==> src/rtl/olv_pkg.sv <==
// Shared types and constants for the ordered value list unit.
package olv_pkg;

	// Default number of entries the list can hold.
	localparam int CAPACITY_DEF = 16;

	// Operation codes carried by an item.
	typedef enum logic [2:0] {
		OP_FRONT_INS  = 3'd0,
		OP_END_INS    = 3'd1,
		OP_BEFORE_INS = 3'd2,
		OP_AFTER_INS  = 3'd3,
		OP_DEL_HEAD   = 3'd4,
		OP_DEL_LAST   = 3'd5,
		OP_DEL_KEY    = 3'd6,
		OP_NONE       = 3'd7
	} op_t;

	// Status codes returned with every result.
	typedef enum logic [1:0] {
		STAT_DONE      = 2'd0,
		STAT_NOT_FOUND = 2'd1,
		STAT_EMPTY     = 2'd2,
		STAT_FULL      = 2'd3
	} stat_t;

	// Sequencer states.
	typedef enum logic {
		ST_IDLE  = 1'b0,
		ST_SHIFT = 1'b1
	} state_t;

	// What the cells do in the shift cycle.
	typedef enum logic [1:0] {
		MODE_HOLD   = 2'd0,
		MODE_INSERT = 2'd1,
		MODE_DELETE = 2'd2
	} mode_t;

	// Which cell marks the position being changed.
	typedef enum logic [1:0] {
		SEL_ZERO  = 2'd0,
		SEL_COUNT = 2'd1,
		SEL_FIRST = 2'd2,
		SEL_AFTER = 2'd3
	} sel_t;

	// One command item.
	typedef struct packed {
		logic [2:0]         operation;
		logic signed [31:0] key;
		logic signed [31:0] value;
	} olv_in_t;

	// One result item.
	typedef struct packed {
		stat_t      status;
		logic [4:0] entry_count;
	} olv_out_t;

	// Control broadcast from the sequencer to every cell.
	typedef struct packed {
		logic               cmp_en;
		mode_t              mode;
		sel_t               sel;
		logic signed [31:0] key;
		logic signed [31:0] value;
	} cell_bus_t;

	// Flags handed from each cell to its right-hand neighbor.
	typedef struct packed {
		logic seen;
		logic first;
		logic past;
	} cell_link_t;

endpackage

==> src/rtl/olv_cell.sv <==
// One cell of the list: holds one entry and its registered key match.
module olv_cell #(
	parameter int CAPACITY = olv_pkg::CAPACITY_DEF,
	parameter int INDEX    = 0,
	parameter int CW       = $clog2(CAPACITY + 1)
) (
	input  logic                clk,
	input  olv_pkg::cell_bus_t  bus,
	input  logic [CW-1:0]       count,
	input  olv_pkg::cell_link_t lnk_i,
	output olv_pkg::cell_link_t lnk_o,
	input  logic signed [31:0]  left_data,
	input  logic signed [31:0]  right_data,
	output logic signed [31:0]  data
);
	import olv_pkg::*;

	logic signed [31:0] data_q;
	logic               match_q;
	logic               valid;
	logic               cand;
	logic               first;
	logic               at;

	// The cell holds a live entry when its index is below the count.
	assign valid = (CW'(INDEX) < count);
	assign cand  = match_q & valid;
	assign first = cand & ~lnk_i.seen;

	// Decide whether this cell is the position being changed.
	always_comb begin
		case (bus.sel)
			SEL_ZERO:  at = (INDEX == 0);
			SEL_COUNT: at = (CW'(INDEX) == count);
			SEL_FIRST: at = first;
			SEL_AFTER: at = lnk_i.first;
			default:   at = 1'b0;
		endcase
	end

	// Pass the search and position flags on to the right.
	assign lnk_o.seen  = lnk_i.seen | cand;
	assign lnk_o.first = first;
	assign lnk_o.past  = lnk_i.past | at;

	// Compare against the key in the accept cycle.
	always_ff @(posedge clk) begin
		if (bus.cmp_en) begin
			match_q <= (data_q == bus.key);
		end
	end

	// Shift or load the entry in the shift cycle.
	always_ff @(posedge clk) begin
		case (bus.mode)
			MODE_INSERT: begin
				if (at) begin
					data_q <= bus.value;
				end else if (lnk_i.past) begin
					data_q <= left_data;
				end
			end
			MODE_DELETE: begin
				if (at || lnk_i.past) begin
					data_q <= right_data;
				end
			end
			default: begin
			end
		endcase
	end

	assign data = data_q;

endmodule

==> src/rtl/ordered_value_list_unit.sv <==
// Top level of the ordered value list unit: sequencer and row of list cells.
//
// Holds an ordered list of up to CAPACITY signed 32-bit values. An item is
// taken when start is high and busy is low. In that cycle every cell compares
// its entry with the key; in the next cycle (busy high) a priority chain through
// the cells finds the first match and, where the operation moves entries, the
// cells shift left or right by one place. The result, status and entry count
// after the operation, appears on result for exactly one cycle with done high,
// in the cycle after busy; the next item may be started in that same cycle, but
// no new item is taken while the cell row shifts for the one before it.
// The receiver cannot hold results off. entry_count reports the count modulo 32.
module ordered_value_list_unit #(
	parameter int CAPACITY = olv_pkg::CAPACITY_DEF
) (
	input  logic              clk,
	input  logic              arst_n,
	input  logic              start,
	output logic              busy,
	input  olv_pkg::olv_in_t  cmd,
	output logic              done,
	output olv_pkg::olv_out_t result
);
	import olv_pkg::*;

	localparam int CW = $clog2(CAPACITY + 1);

	state_t             state_q;
	state_t             state_d;
	op_t                op_q;
	logic signed [31:0] value_q;
	logic [CW-1:0]      count_q;
	logic [CW-1:0]      count_d;
	logic               accept;
	logic               found;
	stat_t              status;
	mode_t              mode;
	sel_t               sel;
	cell_bus_t          bus;
	logic               done_q;
	olv_out_t           result_q;

	cell_link_t         lnk [CAPACITY+1];
	logic signed [31:0] cell_data [CAPACITY];

	assign accept = start && (state_q == ST_IDLE);

	// State register.
	always_ff @(posedge clk or negedge arst_n) begin
		if (!arst_n) begin
			state_q <= ST_IDLE;
		end else begin
			state_q <= state_d;
		end
	end

	// Next state, status and the cell commands for the shift cycle.
	always_comb begin
		state_d = state_q;
		status  = STAT_DONE;
		mode    = MODE_HOLD;
		sel     = SEL_ZERO;
		count_d = count_q;
		case (state_q)
			ST_IDLE: begin
				if (start) begin
					state_d = ST_SHIFT;
				end
			end
			ST_SHIFT: begin
				state_d = ST_IDLE;
				case (op_q)
					OP_FRONT_INS, OP_END_INS, OP_BEFORE_INS, OP_AFTER_INS: begin
						if (count_q == CW'(CAPACITY)) begin
							status = STAT_FULL;
						end else if (op_q == OP_FRONT_INS) begin
							sel = SEL_ZERO;
						end else if (op_q == OP_END_INS) begin
							sel = SEL_COUNT;
						end else if (count_q == '0) begin
							status = STAT_EMPTY;
						end else if (!found) begin
							status = STAT_NOT_FOUND;
						end else begin
							sel = (op_q == OP_BEFORE_INS) ? SEL_FIRST : SEL_AFTER;
						end
						if (status == STAT_DONE) begin
							mode    = MODE_INSERT;
							count_d = count_q + 1'b1;
						end
					end
					OP_DEL_HEAD, OP_DEL_LAST: begin
						if (count_q == '0) begin
							status = STAT_EMPTY;
						end else begin
							count_d = count_q - 1'b1;
							if (op_q == OP_DEL_HEAD) begin
								mode = MODE_DELETE;
								sel  = SEL_ZERO;
							end
						end
					end
					OP_DEL_KEY: begin
						if (count_q == '0) begin
							status = STAT_EMPTY;
						end else if (!found) begin
							status = STAT_NOT_FOUND;
						end else begin
							mode    = MODE_DELETE;
							sel     = SEL_FIRST;
							count_d = count_q - 1'b1;
						end
					end
					default: begin
					end
				endcase
			end
			default: state_d = ST_IDLE;
		endcase
	end

	// Item registers captured at accept.
	always_ff @(posedge clk) begin
		if (accept) begin
			op_q    <= op_t'(cmd.operation);
			value_q <= cmd.value;
		end
	end

	// Entry count.
	always_ff @(posedge clk or negedge arst_n) begin
		if (!arst_n) begin
			count_q <= '0;
		end else begin
			count_q <= count_d;
		end
	end

	// Result strobe and payload.
	always_ff @(posedge clk or negedge arst_n) begin
		if (!arst_n) begin
			done_q <= 1'b0;
		end else begin
			done_q <= (state_q == ST_SHIFT);
		end
	end

	always_ff @(posedge clk) begin
		if (state_q == ST_SHIFT) begin
			result_q.status      <= status;
			result_q.entry_count <= 5'(count_d);
		end
	end

	// Broadcast to the cells.
	assign bus.cmp_en = accept;
	assign bus.mode   = mode;
	assign bus.sel    = sel;
	assign bus.key    = cmd.key;
	assign bus.value  = value_q;

	// Row of cells, head at index zero.
	assign lnk[0] = '0;

	for (genvar i = 0; i < CAPACITY; i++) begin : g_cell
		logic signed [31:0] left_w;
		logic signed [31:0] right_w;

		if (i == 0) begin : g_head
			assign left_w = '0;
		end else begin : g_body
			assign left_w = cell_data[i-1];
		end

		if (i == CAPACITY - 1) begin : g_tail
			assign right_w = cell_data[i];
		end else begin : g_mid
			assign right_w = cell_data[i+1];
		end

		olv_cell #(
			.CAPACITY (CAPACITY),
			.INDEX    (i),
			.CW       (CW)
		) u_cell (
			.clk        (clk),
			.bus        (bus),
			.count      (count_q),
			.lnk_i      (lnk[i]),
			.lnk_o      (lnk[i+1]),
			.left_data  (left_w),
			.right_data (right_w),
			.data       (cell_data[i])
		);
	end

	assign found  = lnk[CAPACITY].seen;
	assign busy   = (state_q == ST_SHIFT);
	assign done   = done_q;
	assign result = result_q;

`ifndef SYNTHESIS
	// Every shift cycle produces exactly one result in the next cycle.
	a_result_follows: assert property (@(posedge clk) disable iff (!arst_n)
		(state_q == ST_SHIFT) |=> done)
		else $error("result strobe missing after shift cycle");

	// The count never exceeds the capacity.
	a_count_bound: assert property (@(posedge clk) disable iff (!arst_n)
		count_q <= CW'(CAPACITY))
		else $error("entry count above capacity");

	// A full status only happens on a full list and leaves it full.
	a_full_status: assert property (@(posedge clk) disable iff (!arst_n)
		done && (result.status == STAT_FULL) |-> (count_q == CW'(CAPACITY)))
		else $error("full status reported on a list that is not full");

	// A result never shows in the same cycle as busy.
	a_done_not_busy: assert property (@(posedge clk) disable iff (!arst_n)
		done |-> !busy)
		else $error("result strobe during busy");
`endif

endmodule
==> config.mk <==
export PLATFORM = sky130hd
export DESIGN_NAME = ordered_value_list_unit
export DESIGN_NICKNAME = d
export VERILOG_FILES = /design/src/rtl/olv_pkg.sv /design/src/rtl/olv_cell.sv /design/src/rtl/ordered_value_list_unit.sv
export SDC_FILE = /design/constraint.sdc
export NUM_CORES = 2
export LEC_CHECK = 0
export BUFFER_PORTS_ARGS = -buffer_cell sky130_fd_sc_hd__buf_2
export CORE_AREA = 5 5 286 288
export CTS_CLUSTER_SIZE = 8
export DETAILED_ROUTE_END_ITERATION = 10
export DIE_AREA = 0 0 291 293
export SKIP_LAST_GASP = 1
export SLEW_MARGIN = 15
export SYNTH_ARGS = -nofsm -noshare
export SYNTH_HDL_FRONTEND = slang
export SYNTH_SLANG_ARGS = --single-unit
==> constraint.sdc <==
create_clock -name clk -period 5.7 [get_ports clk]
set_clock_uncertainty 0.15 [all_clocks]
set_input_delay 0.855 -clock clk [delete_from_list [all_inputs] [get_ports clk]]
set_output_delay 0.855 -clock clk [all_outputs]
set_load 0.005 [all_outputs]
# Word-level counts from Yosys, hierarchy flattened
# Cells that the tools add are included.
dict set report totals {
  wordCells 354
  ff_bits 577
  in_bits 70
  output_inout_bits 9
}
dict set report classes {
  n_lt_le_gt_ge 16
  add_sub_neg 2
  n_bitwise 76
  n_reduce_logical 39
  muxes 109
  n_eq_ne 73
}
# op count
set ops {}
lappend ops {{$mux 32} 46}
lappend ops {{$pmux 32 s2} 15}
lappend ops {{$eq 32x32->1} 16}
lappend ops {{$pmux 1 s4} 16}
lappend ops {{$reduce_and 3->1} 15}
lappend ops {{$ne 3x1->1 const B} 14}
lappend ops {{$eq 4x5->1 const A} 8}
lappend ops {{$lt 4x5->1 const A} 8}
lappend ops {{$mux 2} 18}
lappend ops {{$ne 2x1->1 const B} 16}
lappend ops {{$and 1x1->1} 31}
lappend ops {{$or 1x1->1} 29}
lappend ops {{$mux 5} 5}
lappend ops {{$eq 3x5->1 const A} 4}
lappend ops {{$lt 3x5->1 const A} 4}
lappend ops {{$not 1->1} 16}
lappend ops {{$pmux 5 s3} 1}
lappend ops {{$logic_or 1x1->1} 14}
lappend ops {{$pmux 2 s3} 2}
lappend ops {{$eq 2x5->1 const A} 2}
lappend ops {{$lt 1x5->1 const A} 2}
lappend ops {{$lt 2x5->1 const A} 2}
lappend ops {{$eq 3x3->1 const B} 3}
lappend ops {{$eq 2x2->1 const B} 3}
lappend ops {{other kinds (18)} 25}

# Logic depth before layout (Yosys ltp)
dict set report logic_depth {
  word_depth 42
  depth_mapped 20
}

# Modules after synthesis
# A second synthesis with hierarchy kept.
dict set report unflattened {
  hier_cells 3934
  area_unflattened_um2 37820.0
}
# module cells_per_inst instances area_each_um2 seq_area_each_um2
set modules_own_cells {}
lappend modules_own_cells {{olv_cell (g_cell[15].u_cell)} 238 1 2531.2 991.0}
lappend modules_own_cells {{olv_cell (g_cell[4].u_cell)} 247 1 2423.6 991.0}
lappend modules_own_cells {{olv_cell (g_cell[12].u_cell)} 246 1 2297.2 991.0}
lappend modules_own_cells {{olv_cell (g_cell[8].u_cell)} 246 1 2283.4 991.0}
lappend modules_own_cells {{olv_cell (g_cell[6].u_cell)} 245 1 2279.7 991.0}
lappend modules_own_cells {{olv_cell (g_cell[0].u_cell)} 242 1 2234.6 991.0}
lappend modules_own_cells {{olv_cell (g_cell[7].u_cell)} 241 1 2220.9 991.0}
lappend modules_own_cells {{olv_cell (g_cell[14].u_cell)} 238 1 2215.9 991.0}
lappend modules_own_cells {{olv_cell (g_cell[9].u_cell)} 240 1 2203.4 991.0}
lappend modules_own_cells {{olv_cell (g_cell[13].u_cell)} 239 1 2197.1 991.0}
lappend modules_own_cells {{olv_cell (g_cell[3].u_cell)} 240 1 2194.6 991.0}
lappend modules_own_cells {{olv_cell (g_cell[5].u_cell)} 240 1 2192.1 991.0}
lappend modules_own_cells {{olv_cell (g_cell[11].u_cell)} 239 1 2179.6 991.0}
lappend modules_own_cells {{olv_cell (g_cell[2].u_cell)} 239 1 2178.3 991.0}
lappend modules_own_cells {{+3 rows} -- -- -- --}

# Worst setup path before layout
# OpenSTA, ideal clock, no wires.
dict set report synth_timing {
  path_type {register -> register}
  startpoint {register count_q[1]}
  endpoint {register g_cell[11].u_cell.data_q[0], enable pin}
  slack_ns -0.081
  t_arrival_ns 5.192
  path_stages_with_launch 18
  n_path_buf 3
  period_less_slack_ns 5.781
  required_time_ns 5.110
  path_cell_list {dfrtp_1 buf_2 clkbuf_1 inv_1 ha_1 or4b_4 a21oi_4 o21ai_4 nor4_4 buf_6 o22ai_1 nand2_1 nor2_1 and2_1 ha_1 o21ai_0 nor4_4 a41oi_1}
}
dict set report synth_between {
  elab_chain_cells 39
  word_cells_on_any_way 136
  classes_between {16 x order compare; 19 x eq/ne; 32 x mux; 63 x bitwise; 6 x reduce/logical}
}
# item line_no
set synth_lines {}
lappend synth_lines {{from (decl)} ordered_value_list_unit.sv:31} ;# logic [CW-1:0] count_q;
lappend synth_lines {{from (signal assigned)} ordered_value_list_unit.sv:134} ;# count_q <= count_d;
lappend synth_lines {{$lt 1x5->1} olv_cell.sv:26} ;# assign valid = (CW'(INDEX) < count);
lappend synth_lines {{$and 1x1->1} olv_cell.sv:27} ;# assign cand = match_q & valid;
lappend synth_lines {{$or 1x1->1 (15 in series)} olv_cell.sv:42} ;# assign lnk_o.seen = lnk_i.seen | cand;
lappend synth_lines {{$mux 2} ordered_value_list_unit.sv:81} ;# end else if (!found) begin
lappend synth_lines {{$mux 2} ordered_value_list_unit.sv:79} ;# end else if (count_q == '0) begin
lappend synth_lines {{$mux 2} ordered_value_list_unit.sv:77} ;# end else if (op_q == OP_END_INS) begin
lappend synth_lines {{$mux 2} ordered_value_list_unit.sv:75} ;# end else if (op_q == OP_FRONT_INS) begin
lappend synth_lines {{$mux 2} ordered_value_list_unit.sv:73} ;# if (count_q == CW'(CAPACITY)) begin
lappend synth_lines {{$pmux 2 s2} ordered_value_list_unit.sv:71} ;# case (op_q)
lappend synth_lines {{$mux 2} ordered_value_list_unit.sv:63} ;# case (state_q)
lappend synth_lines {{$eq 2x2->1, or another cell as far along} olv_cell.sv:32} ;# case (bus.sel)
lappend synth_lines {{$pmux 1 s4} olv_cell.sv:32}
lappend synth_lines {{$or 1x1->1 (10 in series)} olv_cell.sv:44} ;# assign lnk_o.past = lnk_i.past | at;
lappend synth_lines {{$logic_or 1x1->1} olv_cell.sv:64} ;# if (at || lnk_i.past) begin
lappend synth_lines {{$ne 2x1->1 (no line)} --}
lappend synth_lines {{$reduce_and 3->1 (no line) *} --}
lappend synth_lines {{to (signal assigned)} olv_cell.sv:58} ;# data_q <= bus.value;
lappend synth_lines {{to (signal assigned)} olv_cell.sv:60} ;# data_q <= left_data;
lappend synth_lines {{to (signal assigned)} olv_cell.sv:65} ;# data_q <= right_data;
lappend synth_lines {{to (decl)} olv_cell.sv:18} ;# logic signed [31:0] data_q;
# Every way passes the cells marked *; elsewhere a longest branch is shown, timed or not. The select of a mux whose other input is x is not followed.
# A chain may end at the register's enable or synchronous reset.

# Final worst setup path
dict set report layout_timing {
  startpoint {register count_q[1]}
  endpoint {register g_cell[9].u_cell.data_q[8], enable pin}
}
dict set report layout_between {
  elab_chain_cells 37
  word_cells_on_any_way 126
  classes_between {16 x order compare; 17 x eq/ne; 30 x mux; 57 x bitwise; 6 x reduce/logical}
}
# item line_no
set layout_lines {}
lappend layout_lines {{$lt 1x5->1} olv_cell.sv:26}
lappend layout_lines {{$and 1x1->1} olv_cell.sv:27}
lappend layout_lines {{$or 1x1->1 (15 in series)} olv_cell.sv:42}
lappend layout_lines {{$mux 2} ordered_value_list_unit.sv:81}
lappend layout_lines {{$mux 2} ordered_value_list_unit.sv:79}
lappend layout_lines {{$mux 2} ordered_value_list_unit.sv:77}
lappend layout_lines {{$mux 2} ordered_value_list_unit.sv:75}
lappend layout_lines {{$mux 2} ordered_value_list_unit.sv:73}
lappend layout_lines {{$pmux 2 s2} ordered_value_list_unit.sv:71}
lappend layout_lines {{$mux 2} ordered_value_list_unit.sv:63}
lappend layout_lines {{$eq 2x2->1, or another cell as far along} olv_cell.sv:32}
lappend layout_lines {{$pmux 1 s4} olv_cell.sv:32}
lappend layout_lines {{$or 1x1->1 (8 in series)} olv_cell.sv:44}
lappend layout_lines {{$logic_or 1x1->1} olv_cell.sv:64}
lappend layout_lines {{$ne 2x1->1 (no line)} --}
lappend layout_lines {{$reduce_and 3->1 (no line) *} --}
lappend layout_lines {{to (signal assigned)} olv_cell.sv:58}
lappend layout_lines {{to (signal assigned)} olv_cell.sv:60}
lappend layout_lines {{to (signal assigned)} olv_cell.sv:65}
lappend layout_lines {{to (decl)} olv_cell.sv:18}
# Marked as above.

==> out/metrics.csv <==
stage,metric,value,unit
cts,cts_made_buffers,82,
floorplanning,core_region_area,78610,um2
global_route,first_global_vias,26670,
detailed_routing,drt_iter0_drc,2963,
cts,cts_resized,0,
worst_setup_path,cp_slowest_stage_delay,0.79,ns
synthesis,post-synth-top-area-fraction,48.61,%
power,internal_power,8.882,mW
power,clock_network_fraction_of_design_power,34.8,%
power,p_leak,14.40,nW
floorplanning,fp.dieArea,85260,um2
synthesis,syn-cell-area,35210,um2
cts,cts-hold-fix-buffers,1,
global_route,grt_max_degree,223,
floorplanning,die_h,293,um
final_layout,final_common_cell,edfxtp_1,
synthesis,postSynthCellCount,3251,
detailed_routing,vias,26430,
final_layout,num-nets-final,3283,
cts,clock_tree_from_tritoncts,built,
outcome,outcome,"finished, final reports clean",
worst_setup_path,cell_with_the_biggest_individual_delay_on_the_critical_path,or4_1,
worst_setup_path,worstPathArrival,5.05,ns
cts,clkSinkCount,577,
final_layout,syn2layout_area_growth,10.42,%
power,p_seq_share,45.7,%
cts,clockRootBuffer,clkbuf_16,
worst_setup_path,cp-end-kind,flip-flop,
place,finalWeightedCongestion,0.9133,
worst_hold_path,holdCritStartpoint,cmd[11],
final_layout,final_util,49.46,%
power,cellPowerDensity,333.8,nW/um2
cts,postcts_setup_bufs,0,
detailed_routing,detail_route.drc_violations,0,
detailed_routing,met2_length,56620,um
global_route,grt_usage,26.61,%
final_layout,num_antenna_cells,0,
detailed_routing,routed_wire_length_per_instance,27.81,um
worst_setup_path,setup.worst_path.start,count_q[1],
detailed_routing,detail-route-antenna-nets,0,
global_route,overflow,0,
final_layout,final_cell_mix,"edfxtp_1 (570), xor2_1 (512), nand2_1 (478)",
final_layout,drive_gt1_share,10.89,%
final_layout,final.fill_count,7207,
timing,fin_worst_hold_slack,0.2536,ns
timing,rsz0062_at_grt,false,
detailed_routing,routed.top_layer,met5,
power,maximum_resistive_drop_on_vdd,0.2208,mV
synthesis,netlist_top_cells_area,"edfxtp_1 (49%), mux2i_1 (13%), xor2_1 (13%), nand2_1 (5.1%), o21ai_0 (4.4%)",
flow_run,drv.max_cap_violation_count,0,
detailed_routing,wl_met1,48830,um
timing,finalWorstPathRequiredPeriod,4.932,ns
worst_setup_path,critical_path_required,5.82,ns
detailed_routing,drt-vias-per-instance,6.186,
synthesis,yosys.area.top_type,edfxtp_1,
detailed_routing,drt_pass1_iterations,6,
floorplanning,number_of_top_level_pins,79,
cts,h-tree-depth,3,
detailed_routing,wl,118800,um
floorplanning,die_width,291,um
timing,final_hold_viol_count,0,
timing,tns,0,ns
worst_setup_path,r2r_path_start,count_q[1],
synthesis,postSynthNetCount,3328,
synthesis,synth_async_sr_flop_share,1.213,%
power,power.share.switching,31.57,%
synthesis,postSynthAreaPerCell,10.83,um2
worst_setup_path,critical_path_peak_fanout,32,
synthesis,edff_count_synth,570,
worst_setup_path,worstSetupPathType,flip-flop to flip-flop,
detailed_routing,dr_wl_met3,10470,um
worst_hold_path,min_path_type,input port to flip-flop,
timing,setup_viol,0,
cts,cts_max_path_buffers,3,
timing,worst_slew_pin_slew,1.136,ns
worst_setup_path,critPathBufInv,4,
floorplanning,initial_core_util,44.79,%
global_route,grt_pass1_wl,174400,um
cts,clk_pin_slew,0.05,ns
timing,fmax,202.7,MHz
timing,slew-limit-headroom,23.67,%
power,share_comb_of_total_power,19.5,%
place,hpwlAfterDp,87050,um
cts,worst_skew_pair.late_latency,0.63,ns
worst_setup_path,cp_cell_sequence,inv_1 -> ha_1 -> nor4b_1 -> buf_4 -> or4_1 -> nor3_1 -> o21ai_1 -> o211ai_1 -> a21oi_1 -> buf_4 -> a21oi_4 -> buf_4,
synthesis,synth.distinct_cells,82,
timing,final_max_slew_viols,0,
power,power.switching,4.098,mW
worst_setup_path,critical_path.startpoint_type,flip-flop,
synthesis,ys_ff_latch,577,
synthesis,synth_warnings,0,
synthesis,yosysSeqAreaShare,49.11,%
floorplanning,rows,103,
global_route,antenna_found_initial,3,
synthesis,synthFlopType,edfxtp_1,
worst_setup_path,path_delay_family,simple AND/OR/NAND/NOR gates,
place,port-buffer-count,78,
timing,fin_crit_sh,86.53,%
worst_setup_path,path_common_cell,buf_4,
stage by stage:
stage | cells | cell area (um2) | power, mW | setup WS, ns
6_report | 4273 | 38880 | 12.98 | 0.7677
5_1_grt | 4273 | 38880 | 13.41 | 0.5620
4_1_cts | 4273 | 38880 | 12.97 | 0.7673
3_5_place_dp | 4171 | 36640 | 8.456 | 0.7970
3_3_place_gp | 4171 | 36640 | 8.412 | 0.8368
2_1_floorplan | 3251 | 35220 | 7.415 | -0.04035
synthesized netlist by cell type, drive strengths merged, types with 5 or more instances:
| library cell | number |
|---|---|
| a211oi | 8 |
| a21oi | 29 |
| edfxtp | 570 |
| inv | 7 |
| nor2 | 46 |
| or4 | 7 |
| nor4 | 142 |
| nand3 | 13 |
| nand2b | 5 |
| and2 | 10 |
| nor3 | 14 |
| o211ai | 5 |
| nand4 | 36 |
| mux2 | 64 |
| a31oi | 6 |
| dfrtp | 7 |
| or3 | 5 |
| clkbuf | 196 |
| buf | 77 |
| mux2i | 449 |
| nand2 | 478 |
| o31ai | 5 |
| xor2 | 512 |
| o21a | 8 |
| ha | 7 |
| o21ai | 471 |
registers in the layout (all words and copies together) (netlist names):
register and cells:
g_cell.u_cell.data 512, value_q 32, g_cell.u_cell.match_q 16, result 7, count_q 5, op_q 3
busy 1, done 1
worst paths after layout:
path	to	slack, ns	depth (start not counted)
worst max-delay path	g_cell[9].u_cell.data[8]	0.77	12
worst min-delay path	value_q[11]	0.25	1
worst max register to register	g_cell[9].u_cell.data[8]	0.77	12
worst min register to register	g_cell[14].u_cell.data[16]	0.43	2
max in group asynchronous	done	4.75	2
min in group asynchronous	count_q[4]	0.46	2
power groups by stage:
| stage | combinational (mW) | sequential [mW] | clock (mW) |
|---|---|---|---|
| floorplan | 1.67 | 5.74 | 0 |
| global placement | 2.42 | 5.99 | 0 |
| detailed placement | 2.46 | 6.00 | 0 |
| CTS | 2.48 | 5.92 | 4.57 |
| global route | 2.71 | 5.97 | 4.73 |
| finish | 2.53 | 5.93 | 4.52 |
layout make-up:
class,count,area [um2],share of cell area (%)
Clock buffer,95,2165,5.567
Inverter,7,26.28,0.06758
Timing Repair Buffer,144,1064,2.735
Clock inverter,6,68.82,0.1770
Tap cell,1050,1314,3.379
Multi-Input combinational cell,2394,16950,43.60
Sequential cell,577,17290,44.47
layer usage:
| layer | vias up | GRT usage (%) |
|---|---|---|
| met2 | 1155 | 43.66 |
| met1 | 13410 | 35.88 |
| met5 | - | 0 |
| met4 | 4 | 7.029 |
| li1 | 11680 | - |
| met3 | 189 | 6.198 |
kinds of logic (layout without fill, tap and decap cells):
group	after synthesis	count (layout)	share of synthesized area (%)
and+or+nand+nor	785	785	10.48
buffers and inverters	280	252	3.529
DFF	577	577	49.11
muxes	513	513	14.81
xor gates and xnor gates	513	513	12.76
adders and majority gates	7	7	0.2487
AOI/OAI and AO/OA	576	576	9.061
Note: power is estimated with default switching activity, not from simulation.
